`src/rtl/fde_pkg.sv`:
```
`default_nettype none

package fde_pkg;

  localparam int unsigned DEPTH_DEFAULT       = 131072;
  localparam int unsigned SAMPLE_BITS_DEFAULT = 24;

  // Register field widths
  localparam int unsigned DLY_W      = 17;
  localparam int unsigned FB_W       = 16;
  localparam int unsigned MIX_W      = 17;
  localparam int unsigned CFG_DATA_W = 17;
  localparam int unsigned CFG_IDX_W  = 2;

  // Q0.16 fb, Q1.16 mix gains
  localparam int unsigned     FRAC_W     = 16;
  localparam int unsigned     ROUND_HALF = 32768;
  localparam logic [MIX_W-1:0] GAIN_ONE  = 17'h10000;
  localparam logic [FB_W-1:0]  FB_MAX    = 16'd65470;

  typedef enum logic [CFG_IDX_W-1:0] {
    REG_DELAY    = 2'd0,
    REG_FEEDBACK = 2'd1,
    REG_MIX      = 2'd2
  } cfg_reg_e;

  typedef struct packed {
    logic [FB_W-1:0]  fb;
    logic [MIX_W-1:0] wet;
    logic [MIX_W-1:0] dry;
  } gain_t;

  typedef struct packed {
    logic rd_en;
    logic wr_en;
    logic ld2;
    logic ld3;
    logic fwd;
    logic tap_ok;
    logic zero_dly;
  } lane_ctl_t;

endpackage

`default_nettype wire

```
`src/rtl/fde_cfg.sv`:
```
`default_nettype none

module fde_cfg #(
  parameter int unsigned DEPTH = fde_pkg::DEPTH_DEFAULT
) (
  input  logic                            clk_i,
  input  logic                            rst_ni,
  input  logic                            cfg_we_i,
  input  logic [fde_pkg::CFG_IDX_W-1:0]   cfg_idx_i,
  input  logic [fde_pkg::CFG_DATA_W-1:0]  cfg_data_i,
  output fde_pkg::gain_t                  gain_o,
  output logic [$clog2(DEPTH)-1:0]        dly_o,
  output logic                            busy_o
);
  import fde_pkg::*;

  localparam int unsigned AW     = $clog2(DEPTH);
  // Reduce the delay modulo DEPTH: estimate the quotient by a reciprocal
  // multiply, then fix the remainder with one compare and subtract.
  // Nothing to do once DEPTH covers the whole delay field.
  localparam bit               REDUCE  = (DEPTH < (1 << DLY_W));
  localparam int unsigned      PW      = 2 * DLY_W;
  localparam logic [DLY_W-1:0] RECIP   = REDUCE ? DLY_W'((1 << DLY_W) / DEPTH) : '0;
  localparam logic [DLY_W:0]   DEPTH_C = REDUCE ? (DLY_W+1)'(DEPTH) : '0;
  localparam logic [1:0]       RED_CYC = REDUCE ? 2'd2 : 2'd0;

  logic [DLY_W-1:0] raw_q;
  logic [DLY_W-1:0] rem_q;
  logic [DLY_W-1:0] quo_q;
  logic [1:0]       cnt_q;
  logic [PW-1:0]    quo_est;
  logic [PW-1:0]    quo_prod;
  logic [DLY_W:0]   rem_raw;
  logic [DLY_W:0]   rem_fix;
  gain_t            gain_q;
  logic [FB_W-1:0]  fb_val;
  logic [MIX_W-1:0] wet_val;

  assign fb_val  = (cfg_data_i[FB_W-1:0] > FB_MAX) ? FB_MAX : cfg_data_i[FB_W-1:0];
  assign wet_val = (MIX_W'(cfg_data_i) > GAIN_ONE) ? GAIN_ONE : MIX_W'(cfg_data_i);

  // Estimate falls short of the true quotient by at most one
  assign quo_est  = PW'(raw_q) * PW'(RECIP);
  assign quo_prod = PW'(quo_q) * PW'(DEPTH_C);
  assign rem_raw  = (DLY_W+1)'(raw_q) - quo_prod[DLY_W:0];
  assign rem_fix  = (rem_raw >= DEPTH_C) ? rem_raw - DEPTH_C : rem_raw;

  always_ff @(posedge clk_i or negedge rst_ni) begin
    if (!rst_ni) begin
      raw_q  <= '0;
      rem_q  <= '0;
      quo_q  <= '0;
      cnt_q  <= '0;
      gain_q <= '{fb: '0, wet: '0, dry: GAIN_ONE};
    end else begin
      if (cfg_we_i && cfg_idx_i == REG_DELAY) begin
        raw_q <= cfg_data_i[DLY_W-1:0];
        rem_q <= cfg_data_i[DLY_W-1:0];
        cnt_q <= RED_CYC;
      end else if (cnt_q == 2'd2) begin
        quo_q <= quo_est[PW-1:DLY_W];
        cnt_q <= 2'd1;
      end else if (cnt_q == 2'd1) begin
        rem_q <= rem_fix[DLY_W-1:0];
        cnt_q <= 2'd0;
      end
      if (cfg_we_i) begin
        unique case (cfg_idx_i)
          REG_FEEDBACK: begin
            gain_q.fb <= fb_val;
          end
          REG_MIX: begin
            gain_q.wet <= wet_val;
            gain_q.dry <= GAIN_ONE - wet_val;
          end
          default: begin
          end
        endcase
      end
    end
  end

  assign gain_o = gain_q;
  assign dly_o  = AW'(rem_q);
  assign busy_o = (cnt_q != '0);

endmodule

`default_nettype wire

```
`config.mk`:
```
export PLATFORM = sky130hd
export DESIGN_NAME = fde_cfg
export DESIGN_NICKNAME = d
export VERILOG_FILES = /design/src/rtl/fde_pkg.sv /design/src/rtl/fde_cfg.sv
export SDC_FILE = /design/constraint.sdc
export NUM_CORES = 1
export LEC_CHECK = 0
export ABC_AREA = 1
export BUFFER_PORTS_ARGS = -buffer_cell sky130_fd_sc_hd__buf_2
export CORE_UTILIZATION = 46
export DETAILED_ROUTE_END_ITERATION = 8
export PLACE_DENSITY = 0.79
export SYNTH_ARGS = -nofsm -noshare
export SYNTH_HDL_FRONTEND = slang
export SYNTH_SLANG_ARGS = --single-unit
```
`constraint.sdc`:
```
create_clock -name clk_i -period 0.8 [get_ports clk_i]
set_input_delay 0 -clock clk_i [delete_from_list [all_inputs] [get_ports clk_i]]
set_output_delay 0 -clock clk_i [all_outputs]
set_load 0.01 [all_outputs]
```
======== After elaboration in Yosys (flattened, before gate mapping) ========
Index checks and enable logic that the tools add are counted.
word-level totals
  flip-flop bits (word level) ............. 86
  input port bits ......................... 22
  output and inout bits ................... 68
  word-level logic and storage cells ...... 30
operators by class
  add/subtract/negate cells ............... 1
  order comparisons ....................... 2
  equality and inequality tests ........... 5
  multiplexer cells ....................... 8
  reduce and logical (&&, ||, !) cells .... 8
operator list
  operator                                                         number
  17-bit two-way mux                                               4
  17-bit greater-than comparator, second input constant            1
  17-bit subtractor, first input constant                          1
  16-bit greater-than comparator, second input constant            1
  16-bit two-way mux                                               1
  2-bit two-way mux                                                3
  2-bit AND reduction                                              3
  2-bit by 1-bit == test with 1-bit output, second input constant  2
  2-bit == test, second input constant                             2
  2-bit nonzero test                                               2
  3-bit nonzero test                                               1
  2-bit logical NOT                                                1
  2-bit inequality test, second input constant                     1
  1-bit logical AND                                                1

======== Logic depth before layout (Yosys ltp) ========
Gate-level depths: netlist of the first run.
  depth after elaboration ................. 4
  depth in mapped cells ................... 16

======== Least setup slack after synthesis of the first run ========
OpenSTA, ideal clock, no wires.
  path type ............................... input port to flip-flop
  from .................................... input cfg_data_i[10] (netlist name)
  to ...................................... register gain_q, in the netlist gain_o[10]
  setup time .............................. 0.116 ns
  arrival ................................. 1.464 ns
  path slack .............................. -0.780 ns
  stages on the path ...................... 16
  buffers on the path ..................... 3
  cells stage by stage .................... buf_2 nor2_1 nand2_1 nor2_1 nand2_2 nand2_4 buf_6 buf_8 nand2_1 ha_1 nand2_1 nor2_4 nand2_1 nand2_1 nand2_1 nand2_1
on the way
  longest elaborated chain between the ends .. 3
ends and longest elaborated chain
  element                         line           source
  start: declaration              fde_cfg.sv:10  input logic [fde_pkg::CFG_DATA_W-1:0] cfg_data_i,
  17-bit greater-than comparator  fde_cfg.sv:40  assign wet_val = (MIX_W'(cfg_data_i) > GAIN_ONE) ? GAIN_ONE : MIX_W'(cfg_data_i);
  17-bit two-way mux (*)          fde_cfg.sv:40
  17-bit subtractor (*)           fde_cfg.sv:74  gain_q.dry <= GAIN_ONE - wet_val;
  end signal: assignment          fde_cfg.sv:54  gain_q <= '{fb: '0, wet: '0, dry: GAIN_ONE};
  end: declaration                fde_cfg.sv:35  gain_t gain_q;
Mark *: on every way between the ends. The rest lies on a longest branch, timed or not.
A chain may end at the register's enable or synchronous reset.

======== Worst setup path after layout of the first run ========
  from .................................... input cfg_data_i[5] (netlist name)
  to ...................................... register gain_q, in the netlist gain_o[10]
The elaborated chain is that of the path after synthesis.

==> impl_metrics.py, run 1 <==
metrics = {
    "detailed_routing": {
        "wirelength_um": 11090,
        "ant_nets": 0,
        "mean_number_of_vias_per_cell": 5.381,
        "drt-wirelength-per-cell_um": 16.31,
        "dr_vias": 3659,
        "dr.first_iter.drc_count": 381,
        "drt_first_pass_iters": 7,
        "dr_drc_count": 1,
    },
    "setup_path": {
        "crit_required_ns": 1.05,
        "worst_setup_path_start_kind": "input port",
        "worst-setup-path-type": "in -> reg",
        "worstPathArrival_ns": 1.28,
        "end_kind": "flop",
        "crit_slowest_cell": "ha_4",
        "critical_path.max_stage_delay_ns": 0.18,
        "critical_path.cell_chain": "buf_6, nor2_4, nand2_2, nor2_4, nand2_4, nand2_8, nand2_4, ha_4, nand2_4, nor2_4, nand2_2, nand2_1, nand2_1, nand2_2",
        "crit_path_max_fanout": 8,
    },
    "yosys": {
        "yosysWarnings": 0,
        "synth.distinct_cells": 27,
        "combined_area_of_all_synthesized_cells_mm2": 0.003213,
        "yosys_register_bits": 66,
        "synth_seq_area_share_pct": 51.44,
        "post_synth.cell_area_avg_um2": 7.742,
        "postSynthNetCount": 438,
        "syn-instance-count": 415,
    },
    "sta": {
        "fin_setup_tns_ns": -8.277,
        "layout_min_cycle_time_ns": 1.035,
        "setup-violations-final": 88,
        "setup_ws_ns": -0.2355,
        "rsz0062_at_grt": "yes",
        "max_slew_violation_count": 0,
        "fin_worst_skew_ns": 0,
        "finalCritPeriodShare_pct": 129.4,
        "final-hold-violation-count": 0,
        "clock.fmax_mhz": 965.7,
    },
    "floorplanning": {
        "i_o_pin_cnt": 90,
        "core.rowCount": 30,
        "start_util_pct": 47.56,
        "floorplan.die_area_mm2": 0.007323,
        "die_height_um": 85.58,
        "floorplan.core_area_mm2": 0.006756,
        "fp.dieW_um": 85.58,
    },
    "power_and_ir_drop": {
        "p_sw_mw": 3.224,
        "clock_power_share_pct": 27.4,
        "switching_share_pct": 31.58,
        "share_seq_of_total_power_pct": 41.3,
        "pwr-share-comb_pct": 31.4,
        "max-vdd-ir-drop_v": 0.001250,
        "power_per_cell_area_mw_per_mm2": 1954,
        "cell_internal_pwr_mw": 6.985,
        "total_power_mw": 10.21,
        "p_leak_nw": 2.781,
    },
    "clock_tree": {
        "cts_tree": "done",
        "cts.sinks": 66,
        "clk-insertion-delay-late_ns": 0.35,
        "clkTransAtPathRegs_ns": 0.07,
        "cts_buf_count": 9,
        "htree_num_levels": 3,
        "cts_buffer_depth": 2,
        "cts-root-buf": "clkbuf_8",
    },
    "finish": {
        "final_core_util_pct": 77.33,
        "post_route_cells_drive_above_1_share_pct": 47.50,
        "areaGrowthSynthToFinish_pct": 62.62,
        "num_antenna_cells": 0,
        "fillers": 422,
        "final_net_count": 618,
    },
    "grt": {
        "initial_antenna_violation_count": 0,
        "first_global_vias": 3509,
        "grt_max_degree": 36,
        "globalRoute.totalOverflow": 0,
        "grt_pass1_wl_um": 16630,
        "grt_util_all_layers_pct": 29.88,
    },
    "run": {
        "drv.max_cap_violation_count": 0,
    },
    "place": {
        "port_buffers": 88,
        "final_wtd_congestion": 0.8802,
        "hpwl_um": 6710,
        "pre_cts_ws_ns": -0.7191,
    },
    "outcome": {
        "failed_checks": "design-rule violations, negative setup slack",
        "status": "finished, violations left",
    },
    "worst_hold_path": {
        "hold_path_class": "in -> reg",
    },
}
-- sequential cells by signal (all words and copies together), names as in the netlist --
name / cells
gain_o: 49
dly_o: 17
-- final cells by class --
type	instances	area [µm²]	area share, %
sequential	66	1653	31.63
multi-input combinational	286	1635	31.30
timing repair buffer	196	1503	28.76
clock buffer	13	148.9	2.850
inverter	36	145.1	2.778
tap	80	100.1	1.916
clock inverter	3	40.04	0.7663
-- power groups by stage --
stage	combinational [mW]	sequential [mW]	clock [mW]
final	3.20	4.21	2.79
after global routing	3.47	4.25	2.94
after CTS	2.85	4.19	2.78
after detailed placement	2.29	4.25	0
after global placement	2.22	4.23	0
after floorplan	0.932	4.48	0
-- what timing repair did --
item / 4_1_cts / 5_1_grt
pin swaps: 38 / 19
hold endpoints to repair: 67 / 0
endpoints found under the setup margin: 103 / 106
cloned: 1 / 0
buffers inserted: 26 / 20
hold buffers: 2 / 0
resized for setup: 98 / 34
-- stage by stage --
stage	instances	area [µm²]	hold WS [ns]
after floorplan	415	3354	-0.2956
after global placement	615	4141	-0.09873
after detailed placement	615	4141	-0.09776
after CTS	660	4974	0.0009362
after global routing	680	5225	0.02838
final	680	5225	0.008856
-- path summary, 6_finish.rpt --
kind                              end  depth (start not counted)  slack (ns)            from
max reg2reg                gain_o[14]                          6       -0.05      gain_o[14]
min                        gain_o[49]                          4       0.009  cfg_data_i[15]
min in group asynchronous  gain_o[31]                          2        0.06          rst_ni
min reg2reg                gain_o[24]                          2        0.48      gain_o[24]
max in group asynchronous  gain_o[36]                          3        0.26          rst_ni
max                        gain_o[10]                         14       -0.24   cfg_data_i[5]
-- critical path, delay by kind of cell --
kind | cells | cell delay (ns)
buffers and inverters | 1 | 0.10
adders and majority gates | 1 | 0.18
and+or+nand+nor | 12 | 1.00
-- layout by cell type, fill, tap and decap left out, types with 8 or more instances in the layout --
master,n
nand2_1,126
nand3_1,15
nand2_2,17
buf_2,68
dfrtp_1,65
nor2_4,11
buf_6,27
o21ai_0,25
clkbuf_8,10
nand3_2,8
buf_4,89
nor2_1,20
inv_1,31
o21ai_1,19
nand2_4,9
-- Yosys cell counts --
cell      number  area (µm²)
nor4_1         1       6.260
o21ai_2        1       8.760
o211ai_2       1       12.51
conb_1         1       3.750
xnor2_1        3       26.28
nand2_2        1       6.260
dfstp_2        1       26.28
buf_6          3       33.78
ha_1           1       12.51
clkbuf_1      14       52.55
buf_8          1       15.01
nand4_1        1       6.260
nor2_1        33       123.9
nand2_4        1       11.26
nor3_1         2       10.01
a21oi_1        8       40.04
buf_2          7       35.03
inv_1         36       135.1
o31ai_1        1       7.510
nand3_1       23       115.1
o21ai_1        5       25.02
o41ai_1        4       35.03
buf_4          3       22.52
nor2_4         2       22.52
dfrtp_1       65        1627
o21ai_0       46       230.2
nand2_1      150       563.0
-- cell families after synthesis --
family	after synthesis	synth area share, %
flops	66	51.44
compound gates	66	11.18
fa+ha+maj	1	0.3893
other cells	1	0.1167
buf+inv	64	9.151
xor+xnor	3	0.8179
simple gates	214	26.91
-- routing by layer --
metal	vias up	wire, µm	GRT usage, %
met1	1726	4192	35.34
met3	51	819	5.775
li1	1664	-	-
met4	0	425	15.61
met2	218	5653	51.78
met5	-	0	0
Note: power is estimated with default switching activity, not from simulation.
==> run 2: changes to the inputs <==
Settings changed: CAP_MARGIN set to 20, CORE_MARGIN set to 2, HOLD_SLACK_MARGIN set to 0.1.
==> impl_metrics.py, run 2 (synthesis results as in run 1) <==
metrics = {
    "outcome": {
        "failed_checks": "negative setup slack",
        "status": "finished, violations left",
    },
    "worst_hold_path": {
        "hold_path_class": "in -> reg",
    },
    "grt": {
        "initial_antenna_violation_count": 0,
        "globalRoute.totalOverflow": 0,
        "grt_max_degree": 44,
        "grt_util_all_layers_pct": 28.87,
        "first_global_vias": 3493,
        "grt_pass1_wl_um": 16710,
    },
    "sta": {
        "final-hold-violation-count": 0,
        "finalCritPeriodShare_pct": 158.1,
        "clock.fmax_mhz": 790.4,
        "layout_min_cycle_time_ns": 1.265,
        "fin_worst_hold_slack_ns": 0.1065,
        "setup-violations-final": 104,
        "max_slew_violation_count": 0,
        "fin_worst_skew_ns": 0,
        "setup_ws_ns": -0.4652,
        "rsz0062_at_grt": "yes",
    },
    "floorplanning": {
        "die_height_um": 87.58,
        "i_o_pin_cnt": 90,
        "floorplan.core_area_mm2": 0.006794,
        "core.rowCount": 30,
        "fp.dieW_um": 87.58,
        "start_util_pct": 47.29,
        "floorplan.die_area_mm2": 0.007669,
    },
    "setup_path": {
        "worstRegToRegCells": 6,
        "r2r_start": "gain_o[13]",
        "worst-setup-path-type": "in -> reg",
        "worstSetupEndpoint": "gain_o[16]",
        "regToRegEndpoint": "gain_o[13]",
        "end_kind": "flop",
        "worstPathArrival_ns": 1.56,
        "worstSetupStartpoint": "cfg_data_i[6]",
        "crit_path_max_fanout": 7,
        "crit_required_ns": 1.10,
        "setup.reg_to_reg.worst_slack_ns": -0.08,
        "worst_setup_path_start_kind": "input port",
    },
    "power_and_ir_drop": {
        "pwr-share-comb_pct": 32.9,
        "switching_share_pct": 33.65,
        "max-vdd-ir-drop_v": 0.001217,
        "power_per_cell_area_mw_per_mm2": 1902,
        "p_leak_nw": 2.828,
        "p_sw_mw": 3.422,
        "cell_internal_pwr_mw": 6.747,
        "share_seq_of_total_power_pct": 41.5,
        "clock_power_share_pct": 25.6,
    },
    "finish": {
        "areaGrowthSynthToFinish_pct": 66.39,
        "final_net_count": 625,
        "post_route_cells_drive_above_1_share_pct": 45.05,
        "fillers": 379,
        "final_core_util_pct": 78.69,
        "final_cell_mix": "nand2_1 (130), buf_4 (78), dfrtp_1 (65), buf_2 (62), buf_6 (34)",
        "layout_commonest_cell": "nand2_1",
        "largest_register_ff_count": 49,
        "num_antenna_cells": 0,
    },
    "clock_tree": {
        "cts.sinks": 66,
        "htree_num_levels": 3,
        "cts-root-buf": "clkbuf_8",
        "cts_buf_count": 9,
        "clkTransAtPathRegs_ns": 0.07,
        "clk-insertion-delay-late_ns": 0.35,
        "cts_tree": "done",
        "cts_buffer_depth": 2,
    },
    "place": {
        "final_wtd_congestion": 0.9084,
        "hpwl_um": 6492,
        "port_buffers": 88,
    },
    "run": {
        "drv.max_cap_violation_count": 0,
    },
    "detailed_routing": {
        "wirelength_um": 13330,
        "mean_number_of_vias_per_cell": 5.681,
        "dr.first_iter.drc_count": 602,
        "dr_drc_count": 0,
        "dr_vias": 3988,
        "drt_first_pass_iters": 5,
        "ant_nets": 0,
        "drt-wirelength-per-cell_um": 18.98,
    },
}
run 2: cell count changes in the layout (fill, tap and decap cells not counted), moves of 5 or more:
| cell | change |
|---|---|
| buf_6 | +7 |
| nand2_2 | -5 |
| buf_4 | -11 |
| buf_2 | -6 |
| dlymetal6s4s_1 | +5 |
| dlygate4sd3_1 | +16 |
run 2: layer usage:
metal / GRT usage [%] / wire (µm)
met1: 35.71 / 4718
met2: 46.97 / 6563
met3: 6.409 / 1149
met4: 15.94 / 896
met5: 0 / 0
run 2: power groups by stage:
stage	Sequential (mW)	Combinational, mW	Clock [mW]
2_1_floorplan	4.48	0.932	0
3_3_place_gp	4.22	2.21	0
3_5_place_dp	4.24	2.26	0
4_1_cts	4.17	2.80	2.56
5_1_grt	4.27	3.56	2.74
6_report	4.22	3.34	2.61
run 2: timing repair:
item                                   CTS  global route
buffers inserted                        21            15
pin swaps                               33            40
endpoints found under the hold margin   96             3
setup endpoints to repair              101           113
cloned                                   2             0
resized for setup                       61            86
hold buffers                            21             2
run 2: worst max-delay path, stage by stage:
cell and delay, ns:
buf_8 0.08, nor2_4 0.04, nand2_2 0.09, nor2_4 0.06, nand2_4 0.13, nand2_8 0.09, o21ai_1 0.18, nand2_1 0.23
nor2_4 0.27, nand3_1 0.25, nand3_2 0.14
run 2: layout make-up:
class / instances / area (µm²) / share of cell area [%]
inverters: 36 / 150.1 / 2.808
multi-input cells: 287 / 1652 / 30.89
repair buffers: 202 / 1602 / 29.96
clock inverters: 3 / 15.01 / 0.2808
clock buffers: 12 / 155.1 / 2.902
flip-flops and latches: 66 / 1653 / 30.92
well taps: 96 / 120.1 / 2.247
run 2: metrics by stage:
stage          setup slack, ns  power [mW]  instance area [µm²]  setup TNS [ns]  cells
2_1_floorplan          -0.6264       5.411                 3354          -10.24    415
3_3_place_gp           -0.6151       6.429                 4099          -19.47    626
3_5_place_dp           -0.7099       6.500                 4099          -21.25    626
4_1_cts                -0.2118       9.533                 4902          -7.430    685
5_1_grt                -0.4714       10.56                 5346          -14.01    702
6_report               -0.4652       10.17                 5346          -11.40    702
run 2: worst min path at each step:
stage	cells past startpoint	slack, ns	startpoint	end
floorplan	0	-0.30	rst_ni	dly_o[0]
global placement	2	0.006	rst_ni	gain_o[13]
detailed placement	2	0.01	rst_ni	gain_o[13]
CTS	4	0.05	cfg_data_i[16]	gain_o[16]
global route	4	0.10	cfg_data_i[1]	gain_o[18]
finish	4	0.11	cfg_data_i[1]	gain_o[18]
